<file path="src/rtl/pfbd_pkg.sv">
// shared types and constants for the potentiometer filter and button debounce block
// no dependencies
`default_nettype none

package pfbd_pkg;

    localparam int SAMPLE_BITS_DEFAULT = 10;
    localparam int POS_BITS            = 8;
    localparam int CNT_BITS            = 2;

    localparam logic [POS_BITS-1:0] SPAN_RESET    = 8'd14;
    localparam logic [CNT_BITS-1:0] DEBOUNCE_LAST = 2'd3;

    // filter rounding term and shift
    localparam int FILTER_ROUND = 4;
    localparam int FILTER_SHIFT = 3;

    // filter stage result
    typedef struct packed {
        logic                changed;
        logic [POS_BITS-1:0] position;
    } filt_res_t;

endpackage

`default_nettype wire

</file>
<file path="src/rtl/pot_filter_and_button_debounce.sv">
// potentiometer low-pass filter and button debounce, top level
// items flow through input register, filter/scale/debounce and result register
// throughput: one item per cycle while m_axis_tready does not stall the result register
// reset (rst_n, async, active low): filter level, last position, debounced level (pressed)
// and mismatch count cleared, span set to 14, both pipeline stages emptied
// depends on pfbd_pkg, pfbd_filter, pfbd_debounce
`default_nettype none

module pot_filter_and_button_debounce #(
    parameter int SAMPLE_BITS = pfbd_pkg::SAMPLE_BITS_DEFAULT
) (
    input  wire logic                                clk,
    input  wire logic                                rst_n,

    // configuration: position_span
    input  wire logic                                cfg_we,
    input  wire logic [pfbd_pkg::POS_BITS-1:0]       cfg_wdata,

    // input items
    input  wire logic                                s_axis_tvalid,
    output logic                                     s_axis_tready,
    // adc_sample, button_level, zero fill
    input  wire logic [((SAMPLE_BITS+8)/8)*8-1:0]    s_axis_tdata,

    // result items
    output logic                                     m_axis_tvalid,
    input  wire logic                                m_axis_tready,
    // position_changed, position, press_event, zero fill
    output logic [15:0]                              m_axis_tdata
);

    localparam int OUT_BITS = pfbd_pkg::POS_BITS + 2;

    // span register
    logic [pfbd_pkg::POS_BITS-1:0] span_reg;

    // input stage
    logic                   in_valid_reg;
    logic [SAMPLE_BITS-1:0] in_sample_reg;
    logic                   in_button_reg;

    // result stage
    logic                   out_valid_reg;
    logic [OUT_BITS-1:0]    out_data_reg;
    logic [OUT_BITS-1:0]    out_data_next;

    logic                   out_load;
    logic                   in_take;
    logic                   press;
    pfbd_pkg::filt_res_t    filt_res;

    // result register frees when empty or being taken
    assign out_load      = in_valid_reg && (!out_valid_reg || m_axis_tready);
    // input register frees when empty or moving on
    assign s_axis_tready = !in_valid_reg || out_load;
    assign in_take       = s_axis_tvalid && s_axis_tready;

    always_ff @(posedge clk or negedge rst_n)
    begin
        if (!rst_n)
        begin
            span_reg <= pfbd_pkg::SPAN_RESET;
        end
        else if (cfg_we)
        begin
            span_reg <= cfg_wdata;
        end
    end

    always_ff @(posedge clk or negedge rst_n)
    begin
        if (!rst_n)
        begin
            in_valid_reg <= 1'b0;
        end
        else if (s_axis_tready)
        begin
            in_valid_reg <= s_axis_tvalid;
        end
    end

    always_ff @(posedge clk)
    begin
        if (in_take)
        begin
            in_sample_reg <= s_axis_tdata[SAMPLE_BITS-1:0];
            in_button_reg <= s_axis_tdata[SAMPLE_BITS];
        end
    end

    // filter state moves on only when the item enters the result register
    pfbd_filter #(
        .SAMPLE_BITS (SAMPLE_BITS)
    ) u_filter (
        .clk    (clk),
        .rst_n  (rst_n),
        .update (out_load),
        .sample (in_sample_reg),
        .span   (span_reg),
        .res    (filt_res)
    );

    pfbd_debounce u_debounce (
        .clk    (clk),
        .rst_n  (rst_n),
        .update (out_load),
        .level  (in_button_reg),
        .press  (press)
    );

    assign out_data_next = {press, filt_res.position, filt_res.changed};

    always_ff @(posedge clk or negedge rst_n)
    begin
        if (!rst_n)
        begin
            out_valid_reg <= 1'b0;
        end
        else if (out_load)
        begin
            out_valid_reg <= 1'b1;
        end
        else if (m_axis_tready)
        begin
            out_valid_reg <= 1'b0;
        end
    end

    always_ff @(posedge clk)
    begin
        if (out_load)
        begin
            out_data_reg <= out_data_next;
        end
    end

    assign m_axis_tvalid = out_valid_reg;
    assign m_axis_tdata  = 16'(out_data_reg);

endmodule

`default_nettype wire

</file>
<file path="src/rtl/pfbd_filter.sv">
// low-pass filter, inverted scaling to a wheel position and change detect
// depends on pfbd_pkg
`default_nettype none

module pfbd_filter #(
    parameter int SAMPLE_BITS = pfbd_pkg::SAMPLE_BITS_DEFAULT
) (
    input  wire logic                           clk,
    input  wire logic                           rst_n,
    input  wire logic                           update,
    input  wire logic [SAMPLE_BITS-1:0]         sample,
    input  wire logic [pfbd_pkg::POS_BITS-1:0]  span,
    output pfbd_pkg::filt_res_t                 res
);

    localparam int DW = SAMPLE_BITS + 2;
    localparam int IW = SAMPLE_BITS + 1;
    localparam int PW = IW + pfbd_pkg::POS_BITS;

    logic [SAMPLE_BITS-1:0]        level_reg;
    logic [SAMPLE_BITS-1:0]        level_next;
    logic [pfbd_pkg::POS_BITS-1:0] last_pos_reg;

    logic signed [DW-1:0]          diff;
    logic signed [DW-1:0]          step;
    logic        [DW-1:0]          sum;
    logic        [IW-1:0]          inv;
    logic        [PW-1:0]          prod;
    logic [pfbd_pkg::POS_BITS-1:0] pos;

    always_comb
    begin
        // y + floor((x - y + round) / 8)
        diff = DW'({2'b00, sample}) - DW'({2'b00, level_reg})
               + DW'(pfbd_pkg::FILTER_ROUND);
        step = diff >>> pfbd_pkg::FILTER_SHIFT;
        sum  = DW'({2'b00, level_reg}) + step;
        level_next = sum[SAMPLE_BITS-1:0];

        // full scale minus level, times span, back down by the sample width
        inv  = (IW'(1) << SAMPLE_BITS) - {1'b0, level_next};
        prod = PW'(inv) * PW'(span);
        pos  = prod[SAMPLE_BITS +: pfbd_pkg::POS_BITS];

        res.changed  = (pos != last_pos_reg);
        res.position = pos;
    end

    always_ff @(posedge clk or negedge rst_n)
    begin
        if (!rst_n)
        begin
            level_reg    <= '0;
            last_pos_reg <= '0;
        end
        else if (update)
        begin
            level_reg    <= level_next;
            last_pos_reg <= pos;
        end
    end

endmodule

`default_nettype wire

</file>
<file path="src/rtl/pfbd_debounce.sv">
// four-sample button debouncer with press detect
// depends on pfbd_pkg
`default_nettype none

module pfbd_debounce (
    input  wire logic clk,
    input  wire logic rst_n,
    input  wire logic update,
    input  wire logic level,
    output logic      press
);

    logic                          stable_reg;
    logic                          stable_next;
    logic [pfbd_pkg::CNT_BITS-1:0] cnt_reg;
    logic [pfbd_pkg::CNT_BITS-1:0] cnt_next;

    always_comb
    begin
        stable_next = stable_reg;
        cnt_next    = '0;
        press       = 1'b0;
        priority if (cnt_reg >= pfbd_pkg::DEBOUNCE_LAST)
        begin
            if (level != stable_reg)
            begin
                stable_next = level;
                press       = !level;
            end
        end
        else if (level != stable_reg)
        begin
            cnt_next = cnt_reg + 1'b1;
        end
        else
        begin
            // matching sample, run starts over
            cnt_next = '0;
        end
    end

    always_ff @(posedge clk or negedge rst_n)
    begin
        if (!rst_n)
        begin
            stable_reg <= 1'b0;
            cnt_reg    <= '0;
        end
        else if (update)
        begin
            stable_reg <= stable_next;
            cnt_reg    <= cnt_next;
        end
    end

endmodule

`default_nettype wire

</file>
<file path="config.mk">
export PLATFORM = sky130hd
export DESIGN_NAME = pot_filter_and_button_debounce
export DESIGN_NICKNAME = d
export VERILOG_FILES = /design/src/rtl/pfbd_pkg.sv /design/src/rtl/pot_filter_and_button_debounce.sv /design/src/rtl/pfbd_filter.sv /design/src/rtl/pfbd_debounce.sv
export SDC_FILE = /design/constraint.sdc
export NUM_CORES = 1
export LEC_CHECK = 0
export BUFFER_PORTS_ARGS = -buffer_cell sky130_fd_sc_hd__buf_4
export CORE_MARGIN = 3
export CORE_UTILIZATION = 56
export CTS_CLUSTER_SIZE = 28
export DETAILED_ROUTE_END_ITERATION = 16
export GPL_ROUTABILITY_DRIVEN = 0
export PLACE_DENSITY = 0.78
export SYNTH_ARGS = -nofsm -noshare
export SYNTH_HDL_FRONTEND = slang
export SYNTH_SLANG_ARGS = --single-unit
</file>
<file path="constraint.sdc">
create_clock -name clk -period 8.7 [get_ports clk]
set_clock_uncertainty 0.15 [all_clocks]
set_input_delay 0 -clock clk [delete_from_list [all_inputs] [get_ports clk]]
set_output_delay 0 -clock clk [all_outputs]
set_load 0.05 [all_outputs]
</file>
==> flow_summary.html <==
<table>
<tr><th>Metric</th><th>Value</th></tr>
<tr><th colspan="2">Cells and area</th></tr>
<tr><td>Proportion of layout cells with a drive suffix above 1</td><td>between 30% and 40%</td></tr>
<tr><td>Final core utilization</td><td>76.9%</td></tr>
<tr><td>Layout net count</td><td>919</td></tr>
<tr><td>Fill cell total of the finished layout</td><td>~640</td></tr>
<tr><td>Total area of multi-input combinational cells</td><td>4780 um2</td></tr>
<tr><td>Layout-stage area growth over the synthesis result</td><td>32.0%</td></tr>
<tr><td>Non-filler cells, final</td><td>917</td></tr>
<tr><td>Register Area</td><td>1410 um2</td></tr>
<tr><td>Inserted Diodes</td><td>0</td></tr>
<tr><th colspan="2">Synthesis</th></tr>
<tr><td>EDFF count, synth</td><td>21</td></tr>
<tr><td>Top post-synthesis cells by area</td><td>fa_1 (17%), ha_1 (12%), dfrtp_1 (11%), edfxtp_1 (10%), and2_1 (6.7%)</td></tr>
<tr><td>Most frequent cells after synthesis</td><td>inv_1 (100), and2_1 (65), ha_1 (57)</td></tr>
<tr><td>Cells after synthesis</td><td>around 650</td></tr>
<tr><td>Share of the yosys chip area belonging to registers</td><td>23.1%</td></tr>
<tr><td>Number of synthesis warnings</td><td>0</td></tr>
<tr><td>Post-synthesis cell area</td><td>6100 um2</td></tr>
<tr><td>Synth top area share</td><td>17.4%</td></tr>
<tr><td>Avg Synthesized Cell Area</td><td>between 9 and 10 um2</td></tr>
<tr><td>Leading area contributor after synthesis</td><td>fa_1</td></tr>
<tr><td>Async set-or-reset flop fraction in the synthesized netlist</td><td>59.6%</td></tr>
<tr><td>Most instantiated library cell after synthesis</td><td>inv_1</td></tr>
<tr><td>FF+latch count, synth</td><td>52</td></tr>
<tr><td>Flip-flop cell with the highest count after synthesis</td><td>dfrtp_1</td></tr>
<tr><td>Cell variety after synth</td><td>69</td></tr>
<tr><th colspan="2">Timing</th></tr>
<tr><td>Final setup violation count</td><td>2</td></tr>
<tr><td>Final total negative setup slack</td><td>-0.229 ns</td></tr>
<tr><td>Post-layout minimum cycle time</td><td>8.82 ns</td></tr>
<tr><td>Final setup margin</td><td>-0.124 ns</td></tr>
<tr><td>Slew margin rel.</td><td>51.2%</td></tr>
<tr><td>Highest clock frequency the design can meet</td><td>113 MHz</td></tr>
<tr><td>Share of the clock period used by the worst path after layout</td><td>101%</td></tr>
<tr><td>Slew of the pin with the lowest slew margin</td><td>between 0.7 and 0.8 ns</td></tr>
<tr><td>Max-slew violation count</td><td>0</td></tr>
<tr><td>Final-report hold violation count</td><td>0</td></tr>
<tr><td>RSZ-0062 raised after global routing</td><td>yes</td></tr>
<tr><th colspan="2">Clock tree</th></tr>
<tr><td>Cts bufs inserted</td><td>5</td></tr>
<tr><td>Clock sinks</td><td>52</td></tr>
<tr><td>Clock latency on the worst-skew pair</td><td>0.33 ns</td></tr>
<tr><td>Max clock buf depth</td><td>2</td></tr>
<tr><td>CTS tree</td><td>done</td></tr>
<tr><td>Clock-pin slew on the worst setup and hold paths</td><td>0.12 ns</td></tr>
<tr><td>H-tree Lvls</td><td>2</td></tr>
<tr><td>Clock tree root driver cell</td><td>clkbuf_8</td></tr>
<tr><th colspan="2">Die</th></tr>
<tr><td># IOs</td><td>47</td></tr>
<tr><td>Width of the die</td><td>around 110 um</td></tr>
<tr><td>DIE HEIGHT</td><td>110 um</td></tr>
<tr><td>Core area</td><td>10500 um2</td></tr>
<tr><td>Initial Utilization</td><td>approximately three fifths</td></tr>
<tr><td>Total number of placement rows</td><td>37</td></tr>
<tr><td>Die footprint</td><td>12200 um2</td></tr>
<tr><th colspan="2">Global route</th></tr>
<tr><td>Layer with the highest usage</td><td>met2</td></tr>
<tr><td>Fraction of met3 tracks used by global routing</td><td>4.60%</td></tr>
<tr><td>Grt met2 use</td><td>45.8%</td></tr>
<tr><td>Pin count of the biggest net entering global routing</td><td>37</td></tr>
<tr><td>Met1 track demand over resource in global routing</td><td>31.3%</td></tr>
<tr><td>Antenna violations before repair</td><td>0</td></tr>
<tr><td>Global-route wire length before repair</td><td>around 24 mm</td></tr>
<tr><td>Global Route Usage Sum</td><td>between 20 and 30%</td></tr>
<tr><td>Number of global-route vias before repair</td><td>5325</td></tr>
<tr><td>Congestion Overflow GR</td><td>0</td></tr>
<tr><th colspan="2">Worst setup path</th></tr>
<tr><td>Slowest Stage Delay on Critical Path</td><td>0.54 ns</td></tr>
<tr><td>Worst EP required</td><td>a little under 9 ns</td></tr>
<tr><td>Worst setup path category</td><td>flip-flop to flip-flop</td></tr>
<tr><td>Max stage delay cell, worst path</td><td>fa_1</td></tr>
<tr><td>Biggest fanout along the worst timing path</td><td>6</td></tr>
<tr><td>Data arrival time of the worst path</td><td>roughly 8.8 ns</td></tr>
<tr><td>Element type at the critical path start</td><td>flip-flop</td></tr>
<tr><td>Nature of the critical path endpoint</td><td>flip-flop</td></tr>
<tr><th colspan="2">Place</th></tr>
<tr><td>Post-detailed-placement half-perimeter wirelength</td><td>10.4 mm</td></tr>
<tr><td>Number of instances in the placed design</td><td>856</td></tr>
<tr><td>Count of port buffers added during placement</td><td>35</td></tr>
<tr><th colspan="2">Routing</th></tr>
<tr><td>Number of nets still failing antenna checks after routing</td><td>0</td></tr>
<tr><td>Detailed-route vias per instance</td><td>5.67</td></tr>
<tr><td>DRC violation total after the first TritonRoute iteration</td><td>401</td></tr>
<tr><td>DRT Pass-1 Iters</td><td>5</td></tr>
<tr><td>Post-DR wirelength/cell</td><td>18.0 um</td></tr>
<tr><td>Final routed DRC violation total</td><td>0</td></tr>
<tr><td>Via count</td><td>5196</td></tr>
<tr><td>Overall routed net length</td><td>16.5 mm</td></tr>
<tr><th colspan="2">Outcome</th></tr>
<tr><td>Result of the run</td><td>finished, violations left</td></tr>
<tr><td>Violations in the final reports</td><td>setup timing</td></tr>
<tr><th colspan="2">Job</th></tr>
<tr><td>Max-cap check violation count</td><td>0</td></tr>
<tr><th colspan="2">Min path</th></tr>
<tr><td>Worst min-delay path class</td><td>input pin to flip-flop</td></tr>
</table>
## path summary, 6_finish.rpt
path / startpoint / to / slack, ns / depth (start not counted)
min in group asynchronous: rst_n / span_reg[6]$_DFFE_PN0P_ / 0.52 / 3
max reg2reg: u_filter.level_reg[5]$_DFFE_PN0P_ / out_data_reg[0]$_DFFE_PP_ / -0.12 / 37
min reg2reg: in_valid_reg$_DFFE_PN0N_ / m_axis_tvalid$_DFFE_PN0P_ / 0.37 / 1
max in group asynchronous: rst_n / u_filter.last_pos_reg[2]$_DFFE_PN0P_ / 6.98 / 4
min: s_axis_tdata[8] / in_sample_reg[8]$_DFFE_PP_ / 0.24 / 2
max: u_filter.level_reg[5]$_DFFE_PN0P_ / out_data_reg[0]$_DFFE_PP_ / -0.12 / 37
## metal layers
layer	vias up	share of wire (%)
met5	-	0
met4	0	3.5
met3	49	5.3
met2	222	53
met1	2553	38
li1	2372	-
## through the flow
stage	hold slack [ns]	setup WS, ns	instance area [um2]
global placement	-0.172	0.0623	6870
CTS	0.234	0.000803	7420
detailed placement	-0.167	-0.330	6870
finish	0.242	-0.124	8050
floorplan	-0.446	0.000631	6120
global route	0.234	-0.526	8050
## timing repair
action                     4_1_cts  5_1_grt
setup buffers                    3       17
setup endpoints to repair        3       10
hold buffers                    33        0
pin swaps                        5       52
hold endpoints to repair        52        0
gates resized for setup         16       90
## worst max-delay path, delay by kind of cell, from the launching register on
| kind | cells | cell delay [ns] |
|---|---|---|
| compound gates | 10 | 2.03 |
| xor+xnor | 4 | 0.73 |
| fa+ha+maj | 7 | 2.96 |
| buf+inv | 7 | 0.62 |
| flops | 1 | 0.42 |
| simple gates | 9 | 1.64 |
## area by class of cell
type	count	area share (%)
Timing Repair Buffer	147	14.9
Sequential cell	52	17.5
Clock buffer	5	0.855
Inverter	101	4.71
Clock inverter	3	0.560
Tap cell	136	2.11
Multi-Input combinational cell	473	59.4
## cell usage in the layout, fill, tap and decap left out, drive strengths merged, types with 5 or more instances in the layout
| master | Yosys | routed |
|---|---|---|
| conb | 1 | 6 |
| edfxtp | 21 | 21 |
| buf | 10 | 114 |
| nand2b | 7 | 7 |
| a31oi | 8 | 8 |
| clkbuf | 14 | 5 |
| and2 | 66 | 66 |
| nor3 | 10 | 10 |
| o21ai | 28 | 28 |
| inv | 101 | 103 |
| dfrtp | 28 | 28 |
| fa | 53 | 53 |
| xor2 | 18 | 18 |
| a21o | 6 | 6 |
| ha | 57 | 57 |
| xnor2 | 29 | 29 |
| a21oi | 21 | 21 |
| dlygate4sd3 | 0 | 33 |
| mux2 | 15 | 15 |
| nor3b | 6 | 6 |
| nand4 | 8 | 8 |
| nand2 | 50 | 50 |
| nand3 | 13 | 13 |
| nor2 | 22 | 22 |
## cells by family after synthesis
group / after synthesis / synth area share, %
AO/OA/AOI/OAI: 84 / 9.23
XOR/XNOR: 48 / 7.55
multiplexers: 19 / 3.63
flip-flops: 52 / 23.1
AND/OR/NAND/NOR: 206 / 19.1
adder cells (fa/ha/maj): 110 / 29.1
buffers and inverters: 125 / 8.17
other: 1 / 0.0615
Power is not shown: default switching activity piles up to over one toggle a cycle in this logic, so the estimate is an artifact.
